$ cat src/hw/rtl/mvdc_pkg.sv
// ----------------------------------------------------------------------------
// mvdc_pkg
// Shared codes, types and defaults for the vertex delete and compaction block.
// ----------------------------------------------------------------------------
package mvdc_pkg;

    localparam int DEF_MAX_VERTICES  = 1024;
    localparam int DEF_MAX_TRIANGLES = 2048;

    localparam int IDX_W   = 10;   // width of a vertex index field
    localparam int REF_W   = 13;   // reference counter width
    localparam int VCFG_W  = 11;   // vertex_count register width
    localparam int KEPTV_W = 11;
    localparam int KEPTT_W = 12;
    localparam int TRI_W   = 3 * IDX_W + 1;   // dead flag plus three corners

    // Item commands
    localparam logic [2:0] CMD_MARK    = 3'd0;
    localparam logic [2:0] CMD_APPEND  = 3'd1;
    localparam logic [2:0] CMD_COMPUTE = 3'd2;
    localparam logic [2:0] CMD_FETCH   = 3'd3;
    localparam logic [2:0] CMD_CLEAR   = 3'd4;

    // Result kinds
    localparam logic [1:0] KIND_ACK   = 2'd0;
    localparam logic [1:0] KIND_MOVE  = 2'd1;
    localparam logic [1:0] KIND_TRI   = 2'd2;
    localparam logic [1:0] KIND_EMPTY = 2'd3;

    // Error codes
    localparam logic [1:0] ERR_NONE  = 2'd0;
    localparam logic [1:0] ERR_RANGE = 2'd1;
    localparam logic [1:0] ERR_FULL  = 2'd2;

    // Datapath micro-operations
    typedef enum logic [4:0] {
        OP_NONE,
        OP_LATCH,
        OP_CLR_INIT,
        OP_CLR_STEP,
        OP_MARK,
        OP_APPEND,
        OP_P1_INIT,
        OP_SCAN_CLR,
        OP_TREAD,
        OP_TLATCH,
        OP_VREAD_COR,
        OP_VREAD_SCAN,
        OP_TWRITE_DEAD,
        OP_TWRITE_LIVE,
        OP_BUMP,
        OP_VKILL,
        OP_P3_INIT,
        OP_REMAP_W,
        OP_FIN,
        OP_SCAN_CUR,
        OP_CUR_CLR,
        OP_CUR_NEXT,
        OP_FOUND_V,
        OP_FOUND_T,
        OP_RREAD_FOUND,
        OP_RREAD_COR,
        OP_RLATCH
    } dp_op_t;

    typedef struct packed {
        dp_op_t     op;
        logic [1:0] sel;
        logic       scan_inc;
        logic       emit;
        logic [1:0] kind;
        logic [1:0] err;
        logic       fin;
    } dp_cmd_t;

    typedef struct packed {
        logic [2:0] cmd;
        logic       mark_oor;
        logic       tri_oor;
        logic       tri_full;
        logic       scan_ge_tot;
        logic       scan_ge_nact;
        logic       cor_oor;
        logic       vdead;
        logic       vref_zero;
        logic       tdead;
        logic       clr_last;
    } dp_status_t;

endpackage

$ cat src/hw/rtl/mvdc_ctrl.sv
// ----------------------------------------------------------------------------
// mvdc_ctrl
// Controller: decodes items and sequences clear, compute and fetch walks.
// ----------------------------------------------------------------------------
module mvdc_ctrl (
    input  logic                 clk,
    input  logic                 rst_n,
    input  logic                 start,
    output logic                 busy,
    input  mvdc_pkg::dp_status_t st,
    output mvdc_pkg::dp_cmd_t    ctl
);

    typedef enum logic [4:0] {
        S_CLR, S_IDLE, S_DISP,
        S_P1_T, S_P1_TL, S_P1_CRD, S_P1_CCK, S_P1_DEC, S_P1_BRD, S_P1_BWR,
        S_P2_T, S_P2_TL, S_P2_CRD, S_P2_CCK,
        S_P3_V, S_P3_CK,
        S_MV_A, S_MV_AC, S_MV_B, S_MV_BC, S_MV_R, S_MV_E,
        S_TR_S0, S_TR_A, S_TR_AC, S_TR_B, S_TR_BC, S_TR_R, S_TR_L, S_TR_E
    } state_t;

    typedef enum logic [1:0] {
        PH_LOAD, PH_MOVES, PH_TRIS, PH_DONE
    } phase_t;

    state_t     state_reg, state_next;
    phase_t     phase_reg, phase_next;
    logic [1:0] sel_reg, sel_next;
    logic       dead_reg, dead_next;
    logic       fin_reg, fin_next;
    logic       ackp_reg, ackp_next;

    assign busy = state_reg != S_IDLE;

    // Next state and datapath command
    always_comb
    begin
        state_next   = state_reg;
        phase_next   = phase_reg;
        sel_next     = sel_reg;
        dead_next    = dead_reg;
        fin_next     = fin_reg;
        ackp_next    = ackp_reg;
        ctl.op       = mvdc_pkg::OP_NONE;
        ctl.sel      = sel_reg;
        ctl.scan_inc = 1'b0;
        ctl.emit     = 1'b0;
        ctl.kind     = mvdc_pkg::KIND_ACK;
        ctl.err      = mvdc_pkg::ERR_NONE;
        ctl.fin      = 1'b0;

        unique case (state_reg)
            // Sweep the vertex memory to zero
            S_CLR:
            begin
                ctl.op       = mvdc_pkg::OP_CLR_STEP;
                ctl.scan_inc = 1'b1;
                if (st.clr_last)
                begin
                    ctl.emit   = ackp_reg;
                    ackp_next  = 1'b0;
                    state_next = S_IDLE;
                end
            end
            S_IDLE:
            begin
                ctl.op = mvdc_pkg::OP_LATCH;
                if (start)
                begin
                    state_next = S_DISP;
                end
            end
            // Decode the item
            S_DISP:
            begin
                state_next = S_IDLE;
                unique case (st.cmd)
                    mvdc_pkg::CMD_MARK:
                    begin
                        ctl.emit = 1'b1;
                        if (phase_reg == PH_LOAD)
                        begin
                            if (st.mark_oor)
                            begin
                                ctl.err = mvdc_pkg::ERR_RANGE;
                            end
                            else
                            begin
                                ctl.op = mvdc_pkg::OP_MARK;
                            end
                        end
                    end
                    mvdc_pkg::CMD_APPEND:
                    begin
                        ctl.emit = 1'b1;
                        if (phase_reg == PH_LOAD)
                        begin
                            priority if (st.tri_oor)
                            begin
                                ctl.err = mvdc_pkg::ERR_RANGE;
                            end
                            else if (st.tri_full)
                            begin
                                ctl.err = mvdc_pkg::ERR_FULL;
                            end
                            else
                            begin
                                ctl.op = mvdc_pkg::OP_APPEND;
                            end
                        end
                    end
                    mvdc_pkg::CMD_COMPUTE:
                    begin
                        if (phase_reg == PH_LOAD)
                        begin
                            ctl.op     = mvdc_pkg::OP_P1_INIT;
                            state_next = S_P1_T;
                        end
                        else
                        begin
                            ctl.emit = 1'b1;
                        end
                    end
                    mvdc_pkg::CMD_FETCH:
                    begin
                        unique case (phase_reg)
                            PH_MOVES:
                            begin
                                ctl.op     = mvdc_pkg::OP_SCAN_CUR;
                                state_next = S_MV_A;
                            end
                            PH_TRIS:
                            begin
                                ctl.op     = mvdc_pkg::OP_SCAN_CUR;
                                state_next = S_TR_A;
                            end
                            default:
                            begin
                                ctl.emit = 1'b1;
                                ctl.kind = mvdc_pkg::KIND_EMPTY;
                            end
                        endcase
                    end
                    mvdc_pkg::CMD_CLEAR:
                    begin
                        ctl.op     = mvdc_pkg::OP_CLR_INIT;
                        phase_next = PH_LOAD;
                        ackp_next  = 1'b1;
                        state_next = S_CLR;
                    end
                    default:
                    begin
                        ctl.emit = 1'b1;
                    end
                endcase
            end
            // Pass 1: drop triangles and count references
            S_P1_T:
            begin
                if (st.scan_ge_tot)
                begin
                    ctl.op     = mvdc_pkg::OP_SCAN_CLR;
                    state_next = S_P2_T;
                end
                else
                begin
                    ctl.op     = mvdc_pkg::OP_TREAD;
                    state_next = S_P1_TL;
                end
            end
            S_P1_TL:
            begin
                ctl.op     = mvdc_pkg::OP_TLATCH;
                sel_next   = 2'd0;
                dead_next  = 1'b0;
                state_next = S_P1_CRD;
            end
            S_P1_CRD:
            begin
                if (st.cor_oor)
                begin
                    dead_next  = 1'b1;
                    state_next = S_P1_DEC;
                end
                else
                begin
                    ctl.op     = mvdc_pkg::OP_VREAD_COR;
                    state_next = S_P1_CCK;
                end
            end
            S_P1_CCK:
            begin
                if (st.vdead)
                begin
                    dead_next  = 1'b1;
                    state_next = S_P1_DEC;
                end
                else if (sel_reg == 2'd2)
                begin
                    state_next = S_P1_DEC;
                end
                else
                begin
                    sel_next   = sel_reg + 2'd1;
                    state_next = S_P1_CRD;
                end
            end
            S_P1_DEC:
            begin
                if (dead_reg)
                begin
                    ctl.op       = mvdc_pkg::OP_TWRITE_DEAD;
                    ctl.scan_inc = 1'b1;
                    state_next   = S_P1_T;
                end
                else
                begin
                    ctl.op     = mvdc_pkg::OP_TWRITE_LIVE;
                    sel_next   = 2'd0;
                    state_next = S_P1_BRD;
                end
            end
            S_P1_BRD:
            begin
                ctl.op     = mvdc_pkg::OP_VREAD_COR;
                state_next = S_P1_BWR;
            end
            S_P1_BWR:
            begin
                ctl.op = mvdc_pkg::OP_BUMP;
                if (sel_reg == 2'd2)
                begin
                    ctl.scan_inc = 1'b1;
                    state_next   = S_P1_T;
                end
                else
                begin
                    sel_next   = sel_reg + 2'd1;
                    state_next = S_P1_BRD;
                end
            end
            // Pass 2: delete free corners of dropped triangles
            S_P2_T:
            begin
                if (st.scan_ge_tot)
                begin
                    ctl.op     = mvdc_pkg::OP_P3_INIT;
                    state_next = S_P3_V;
                end
                else
                begin
                    ctl.op     = mvdc_pkg::OP_TREAD;
                    state_next = S_P2_TL;
                end
            end
            S_P2_TL:
            begin
                ctl.op   = mvdc_pkg::OP_TLATCH;
                sel_next = 2'd0;
                if (st.tdead)
                begin
                    state_next = S_P2_CRD;
                end
                else
                begin
                    ctl.scan_inc = 1'b1;
                    state_next   = S_P2_T;
                end
            end
            S_P2_CRD, S_P2_CCK:
            begin
                if (state_reg == S_P2_CRD && !st.cor_oor)
                begin
                    ctl.op     = mvdc_pkg::OP_VREAD_COR;
                    state_next = S_P2_CCK;
                end
                else
                begin
                    if (state_reg == S_P2_CCK && !st.vdead && st.vref_zero)
                    begin
                        ctl.op = mvdc_pkg::OP_VKILL;
                    end
                    if (sel_reg == 2'd2)
                    begin
                        ctl.scan_inc = 1'b1;
                        state_next   = S_P2_T;
                    end
                    else
                    begin
                        sel_next   = sel_reg + 2'd1;
                        state_next = S_P2_CRD;
                    end
                end
            end
            // Pass 3: number the kept vertices
            S_P3_V:
            begin
                if (st.scan_ge_nact)
                begin
                    ctl.op     = mvdc_pkg::OP_FIN;
                    ctl.emit   = 1'b1;
                    phase_next = PH_MOVES;
                    state_next = S_IDLE;
                end
                else
                begin
                    ctl.op     = mvdc_pkg::OP_VREAD_SCAN;
                    state_next = S_P3_CK;
                end
            end
            S_P3_CK:
            begin
                if (!st.vdead)
                begin
                    ctl.op = mvdc_pkg::OP_REMAP_W;
                end
                ctl.scan_inc = 1'b1;
                state_next   = S_P3_V;
            end
            // Fetch a vertex move and look ahead for the last one
            S_MV_A:
            begin
                if (st.scan_ge_nact)
                begin
                    ctl.op     = mvdc_pkg::OP_CUR_CLR;
                    phase_next = PH_TRIS;
                    state_next = S_TR_S0;
                end
                else
                begin
                    ctl.op     = mvdc_pkg::OP_VREAD_SCAN;
                    state_next = S_MV_AC;
                end
            end
            S_MV_AC:
            begin
                ctl.scan_inc = 1'b1;
                if (st.vdead)
                begin
                    state_next = S_MV_A;
                end
                else
                begin
                    ctl.op     = mvdc_pkg::OP_FOUND_V;
                    state_next = S_MV_B;
                end
            end
            S_MV_B:
            begin
                if (st.scan_ge_nact)
                begin
                    fin_next   = 1'b1;
                    state_next = S_MV_R;
                end
                else
                begin
                    ctl.op     = mvdc_pkg::OP_VREAD_SCAN;
                    state_next = S_MV_BC;
                end
            end
            S_MV_BC:
            begin
                if (st.vdead)
                begin
                    ctl.scan_inc = 1'b1;
                    state_next   = S_MV_B;
                end
                else
                begin
                    fin_next   = 1'b0;
                    state_next = S_MV_R;
                end
            end
            S_MV_R:
            begin
                ctl.op     = mvdc_pkg::OP_RREAD_FOUND;
                state_next = S_MV_E;
            end
            S_MV_E:
            begin
                ctl.emit   = 1'b1;
                ctl.kind   = mvdc_pkg::KIND_MOVE;
                ctl.fin    = fin_reg;
                state_next = S_IDLE;
                if (fin_reg)
                begin
                    ctl.op     = mvdc_pkg::OP_CUR_CLR;
                    phase_next = PH_TRIS;
                end
                else
                begin
                    ctl.op = mvdc_pkg::OP_CUR_NEXT;
                end
            end
            // Fetch a surviving triangle and look ahead for the last one
            S_TR_S0:
            begin
                ctl.op     = mvdc_pkg::OP_SCAN_CUR;
                state_next = S_TR_A;
            end
            S_TR_A:
            begin
                if (st.scan_ge_tot)
                begin
                    ctl.emit   = 1'b1;
                    ctl.kind   = mvdc_pkg::KIND_EMPTY;
                    phase_next = PH_DONE;
                    state_next = S_IDLE;
                end
                else
                begin
                    ctl.op     = mvdc_pkg::OP_TREAD;
                    state_next = S_TR_AC;
                end
            end
            S_TR_AC:
            begin
                ctl.scan_inc = 1'b1;
                if (st.tdead)
                begin
                    state_next = S_TR_A;
                end
                else
                begin
                    ctl.op     = mvdc_pkg::OP_FOUND_T;
                    sel_next   = 2'd0;
                    state_next = S_TR_B;
                end
            end
            S_TR_B:
            begin
                if (st.scan_ge_tot)
                begin
                    fin_next   = 1'b1;
                    state_next = S_TR_R;
                end
                else
                begin
                    ctl.op     = mvdc_pkg::OP_TREAD;
                    state_next = S_TR_BC;
                end
            end
            S_TR_BC:
            begin
                if (st.tdead)
                begin
                    ctl.scan_inc = 1'b1;
                    state_next   = S_TR_B;
                end
                else
                begin
                    fin_next   = 1'b0;
                    state_next = S_TR_R;
                end
            end
            S_TR_R:
            begin
                ctl.op     = mvdc_pkg::OP_RREAD_COR;
                state_next = S_TR_L;
            end
            S_TR_L:
            begin
                ctl.op = mvdc_pkg::OP_RLATCH;
                if (sel_reg == 2'd2)
                begin
                    state_next = S_TR_E;
                end
                else
                begin
                    sel_next   = sel_reg + 2'd1;
                    state_next = S_TR_R;
                end
            end
            S_TR_E:
            begin
                ctl.emit   = 1'b1;
                ctl.kind   = mvdc_pkg::KIND_TRI;
                ctl.fin    = fin_reg;
                state_next = S_IDLE;
                if (fin_reg)
                begin
                    phase_next = PH_DONE;
                end
                else
                begin
                    ctl.op = mvdc_pkg::OP_CUR_NEXT;
                end
            end
            default:
            begin
                state_next = S_IDLE;
            end
        endcase
    end

    // Hold state and flags
    always_ff @(posedge clk or negedge rst_n)
    begin
        if (!rst_n)
        begin
            state_reg <= S_CLR;
            phase_reg <= PH_LOAD;
            sel_reg   <= 2'd0;
            dead_reg  <= 1'b0;
            fin_reg   <= 1'b0;
            ackp_reg  <= 1'b0;
        end
        else
        begin
            state_reg <= state_next;
            phase_reg <= phase_next;
            sel_reg   <= sel_next;
            dead_reg  <= dead_next;
            fin_reg   <= fin_next;
            ackp_reg  <= ackp_next;
        end
    end

endmodule

$ cat config.mk
export PLATFORM = sky130hd
export DESIGN_NAME = mvdc_ctrl
export DESIGN_NICKNAME = d
export VERILOG_FILES = /design/src/hw/rtl/mvdc_pkg.sv /design/src/hw/rtl/mvdc_ctrl.sv
export SDC_FILE = /design/constraint.sdc
export NUM_CORES = 1
export LEC_CHECK = 0
export BUFFER_PORTS_ARGS = -buffer_cell sky130_fd_sc_hd__buf_2
export CORE_MARGIN = 5
export CORE_UTILIZATION = 30
export CTS_CLUSTER_SIZE = 25
export DETAILED_ROUTE_END_ITERATION = 6
export PLACE_DENSITY_LB_ADDON = 0.25
export SYNTH_ARGS = -nofsm -noshare
export SYNTH_HDL_FRONTEND = slang
export SYNTH_SLANG_ARGS = --single-unit
$ cat constraint.sdc
create_clock -name clk -period 5.5 [get_ports clk]
set_input_delay 0 -clock clk [delete_from_list [all_inputs] [get_ports clk]]
set_output_delay 0 -clock clk [all_outputs]
set_load 0.02 [all_outputs]
# Yosys cells after proc, flatten, opt, wreduce, memory -nomap -nowiden
# Cells that the tools add are included.
totals:
  reg_bits: 12
  inputBits: 16
  output_inout_bits: 15
  word_cells: 186
op_classes:
  n_addsub: 1
  n_eq_ne: 55
  mux: 98
  n_reduce_logical: 26
ops:
  columns: ["op", "n"]
  rows:
  - ["5-bit case mux with 27 select lines", 1]
  - ["5-bit case mux with 24 select lines", 1]
  - ["5-bit equality test, second input constant", 14]
  - ["5-bit two-way mux", 12]
  - ["3-bit two-way mux", 15]
  - ["4-bit two-way mux", 11]
  - ["2-bit two-way mux", 21]
  - ["5-bit by 4-bit equality test with 1-bit output, second input constant", 8]
  - ["2-bit != test, second input constant", 17]
  - ["5-bit case mux with 5 select lines", 1]
  - ["1-bit two-way mux", 24]
  - ["2-bit case mux with 6 select lines", 2]
  - ["5-bit by 3-bit equality test with 1-bit output, second input constant", 4]
  - ["5-bit case mux with 3 select lines", 1]
  - ["6-bit nonzero test", 2]
  - ["2-bit OR reduction", 6]
  - ["5-bit by 2-bit equality test with 1-bit output, second input constant", 2]
  - ["5-bit case mux with 2 select lines", 1]
  - ["5-bit AND reduction", 2]
  - ["2-bit case mux with 4 select lines", 1]
  - ["1-bit case mux with 7 select lines", 1]
  - ["7-bit AND reduction", 1]
  - ["3-bit by 2-bit equality test with 1-bit output, second input constant", 2]
  - ["1-bit case mux with 3 select lines", 2]
  - ["other kinds (23)", 28]

# Depth between registers and ports, before layout
logic_depth:
  word_depth: 6
  mapped_depth: 9

# Least setup slack after synthesis
# OpenSTA, ideal clock, no wires.
synth_timing:
  kind: "register -> register"
  start: "register sel_reg[0]"
  end: "register sel_reg[0]"
  setup_ns: 0.128
  arrival_ns: 1.993
  path_slack_ns: 3.379
  stages_incl_launch_ff: 8
  path_buffers: 0
  cell_sequence: "dfrtp_1 inv_1 ha_1 or2_2 a21boi_0 o21ai_0 a2111oi_4 mux2_1"
synth_via:
  elab_chain_cells: 4
  elab_cells_between_ends: 6
  classes_between: "1 x add/sub; 1 x eq/ne; 4 x mux"
synth_rtl:
  columns: ["element", "line", "text"]
  rows:
  - ["start: declaration", "mvdc_ctrl.sv:29", "logic [1:0] sel_reg, sel_next;"]
  - ["start signal: assignment", "mvdc_ctrl.sv:513", "sel_reg <= sel_next;"]
  - ["2-bit by 1-bit adder with 2-bit output or 2-bit equality test (tied branches)", null, null]
  - ["2-bit two-way mux (*)", null, null]
  - ["2-bit two-way mux (on tied branches)", "mvdc_ctrl.sv:273, mvdc_ctrl.sv:194", null]
  - ["2-bit case mux with 6 select lines (*)", "mvdc_ctrl.sv:53", "unique case (state_reg)"]
# Every way passes the cells marked *; elsewhere a longest branch is shown, timed or not. The select of a mux whose other input is x is not followed.
# A chain may end at the register's enable or synchronous reset.

# Worst setup path in the final report
layout_timing:
  start: "register state_reg[0]"
  end: "register sel_reg[1]"
layout_via:
  elab_chain_cells: 4
  elab_cells_between_ends: 20
  classes_between: "13 x eq/ne; 1 x mux; 6 x reduce/logical"
layout_rtl:
  columns: ["element", "line", "text"]
  rows:
  - ["start: declaration", "mvdc_ctrl.sv:27", "state_t state_reg, state_next;"]
  - ["start signal: assignment", "mvdc_ctrl.sv:511", "state_reg <= state_next;"]
  - ["5-bit equality test (tied with other cells)", "mvdc_ctrl.sv:53", null]
  - ["2-bit OR reduction (no line) (tied with other cells)", null, null]
  - ["6-bit nonzero test (no line) or 2-bit != test (tied branches)", null, null]
  - ["5-bit AND reduction (no line)", null, null]
# Parallel ways exist; a longest one is shown, timed or not.

==> key figures <==
Run status
  • Status: finished, final reports clean

Synth
  • Largest area contributor in the netlist: dfrtp_1
  • Primary FF master, synth: dfrtp_1
  • Distinct cells, synth: 66
  • FFs w/ async S/R, synth: 100.0%
  • Total nets after synthesis: 332
  • Cell count after synthesis: 312
  • Ranking of synthesized cells by area: dfrtp_1, o21ai_0, nand2b_1, nand2_1, a21oi_1
  • Number of synthesized flops with an enable pin: 0
  • Share of Yosys cell area claimed by the top area cell type: 13.93%
  • Warnings, synthesis: 0
  • Synthesized area per cell: 6.910 um2
  • Register area share after synthesis: 13.93%
  • Yosys reg bits: 12
  • Cell Area, Synth: 0.002156 mm2

Floorplan
  • I/O Pins: 31
  • Core ar.: 0.007137 mm2
  • Die W: 94.77 um
  • Height of the chip: 94.77 um
  • FP Rows: 31
  • Initial core utilization: 30.21%
  • Die area: 0.008981 mm2

Route
  • Routed Antenna Nets: 0
  • Drt pass-1 iters: 5
  • Drt total wl: 7988 um
  • Routed via count: 2554
  • DRT iter0 DRCs: 360
  • Via density: 6.038
  • DR DRC count: 0
  • Routed wire per std cell: 18.88 um

Worst setup path
  • RR Startpoint: state_reg[0]
  • Worst setup endpoint: sel_reg[1]
  • WS Path Type: reg2reg
  • Worst EP arrival: 2.66 ns
  • R2R cell count: 6
  • Critical Path RT: 5.64 ns
  • CP peak stage delay: 0.67 ns
  • R2R Setup Slk: 2.98 ns
  • Crit path from: state_reg[0]
  • CP Cell Sequence: buf_4, and2b_1, a21boi_0, o21ai_0, a2111oi_4, mux2_1
  • Element type at the critical path start: flip-flop
  • Slowest CP cell: dfrtp_1
  • CP endpoint kind: flip-flop
  • Crit-path max FO: 30
  • RR Endpoint: sel_reg[1]

STA
  • Unrepaired setup endpoints after global routing: no
  • Setup TNS Final: 0 ns
  • Final Setup Violations: 0
  • Max_slew headroom: 43.38%
  • Slew Limit Fails: 0
  • Crit share post-route: 45.80%
  • PnR worst setup slack: 2.981 ns
  • Highest clock rate: 397.0 MHz
  • Clk_skew: 0.01162 ns
  • Min cycle time layout: 2.519 ns
  • Hold Violations, Final: 0
  • Hold slack: 0.1699 ns
  • Tightest Pin Transition: 0.8461 ns

Power
  • Overall power consumption: 1.377 mW
  • Pwr Density: 576.4 mW/mm2
  • Peak VDD IR: 215.6 uV
  • Static Leakage: 0.9369 nW

GRT
  • First-pass GRT wire length: 13290 um
  • Antenna violations before repair: 0
  • GRT busiest layer: met2
  • Vias in the first global route: 2452
  • Largest net degree at the start of global routing: 49
  • GR Util met1: 26.58%
  • Met3 Usage GRT: 3.506%
  • Grt total ovfl: 0
  • GRT Overall Usage: 18.74%
  • GR Layer Usage met2: 28.42%

Finish
  • Diode count: 0
  • Most frequent cells in the layout: buf_2, o21ai_0, nand2_1, nor2_1, a21oi_1
  • Final #Nets: 345
  • Final Core Density: 33.49%
  • Area Overhead vs Synth: 10.85%
  • Most common cell after layout, fill and taps aside: buf_2
  • Fraction of layout cells with a size suffix above 1: 15.12%
  • Max FFs per register: 5

Clock network
  • Num CTS Buffers: 3
  • Clk slew on worst S/H paths: 0.07 ns
  • Worst skew pair latency: 0.26 ns
  • Max Root-Sink Buffers: 2
  • CTS tree: built
  • Clock sink count: 12
  • # Post-CTS Setup Buffers: 0
  • Clock Root Buffer: clkbuf_8
  • H-tree levels: 1

Place
  • Pre-CTS WS: 3.041 ns
  • Port bufs: 30
  • DP HPWL: 5723 um
  • RePlAce Congestion: 0.9188

Run
  • Number of max-cap violations: 0

Worst hold path
  • Hold Crit Class: in2async
repair_timing:
action	4_1_cts	5_1_grt
resized for setup	0	0
hold buffers	2	0
endpoints found under the hold margin	13	0
layout make-up:
| class | instances | area [um2] |
|---|---|---|
| clock buffers | 4 | 55.05 |
| fillers | 826 | 4747 |
| inverters | 10 | 37.54 |
| multi-input cells | 261 | 1665 |
| flip-flops and latches | 12 | 300.3 |
| well taps | 99 | 123.9 |
| repair buffers | 37 | 207.7 |
stage by stage:
stage	std cells	instance area, um2
final	423	2390
after global routing	423	2390
after CTS	423	2390
after detailed placement	417	2315
after global placement	417	2315
after floorplan	312	2156
cell families (layout without fill, tap and decap cells):
kind of cell	Yosys count	after routing	synth area share (%)
adders and majority gates	5	5	2.786
buffers and inverters	39	51	8.822
muxes	9	9	4.411
AOI/OAI and AO/OA	97	97	30.82
DFF	12	12	13.93
xor gates and xnor gates	3	3	1.219
and+or+nand+nor	147	147	38.02
power by group:
part	internal (mW)	switching, mW
Clock	0.0635	0.0410
Sequential	0.130	0.0418
Combinational	0.387	0.714
Total	0.581	0.797
worst max-delay path: cells and delay by family, from the launching register on:
family,cells,cell delay [ns]
simple gates,1,0.22
compound gates,3,0.72
flops,1,0.67
mux,1,0.35
buf+inv,1,0.42
worst min path at each step:
stage	to	cells after the start	start	slack, ns
final	state_reg[2]	2	rst_n	0.17
after global routing	state_reg[1]	4	start	0.18
after CTS	state_reg[1]	4	start	0.17
after detailed placement	state_reg[2]	1	rst_n	-0.09
after global placement	fin_reg	1	rst_n	-0.09
after floorplan	ackp_reg	0	rst_n	-0.30
per-layer routing:
layer  routed length, um  up-vias  part of all wire [%]
met3                 696       17                   8.7
met5                   0        -                     0
met1                3582     1204                    45
met2                3532      147                    44
li1                    -     1186                     -
met4                 176        0                   2.2
Yosys cell counts (8+ instances only):
cell type	n
nand2b_1	16
nor3_1	13
a21oi_1	19
a31oi_1	8
nand3_1	12
inv_1	10
nand2_1	26
buf_2	17
nor2b_1	10
o21ai_0	27
nor2_1	24
dfrtp_1	12
(Power assumes the default switching activity.)
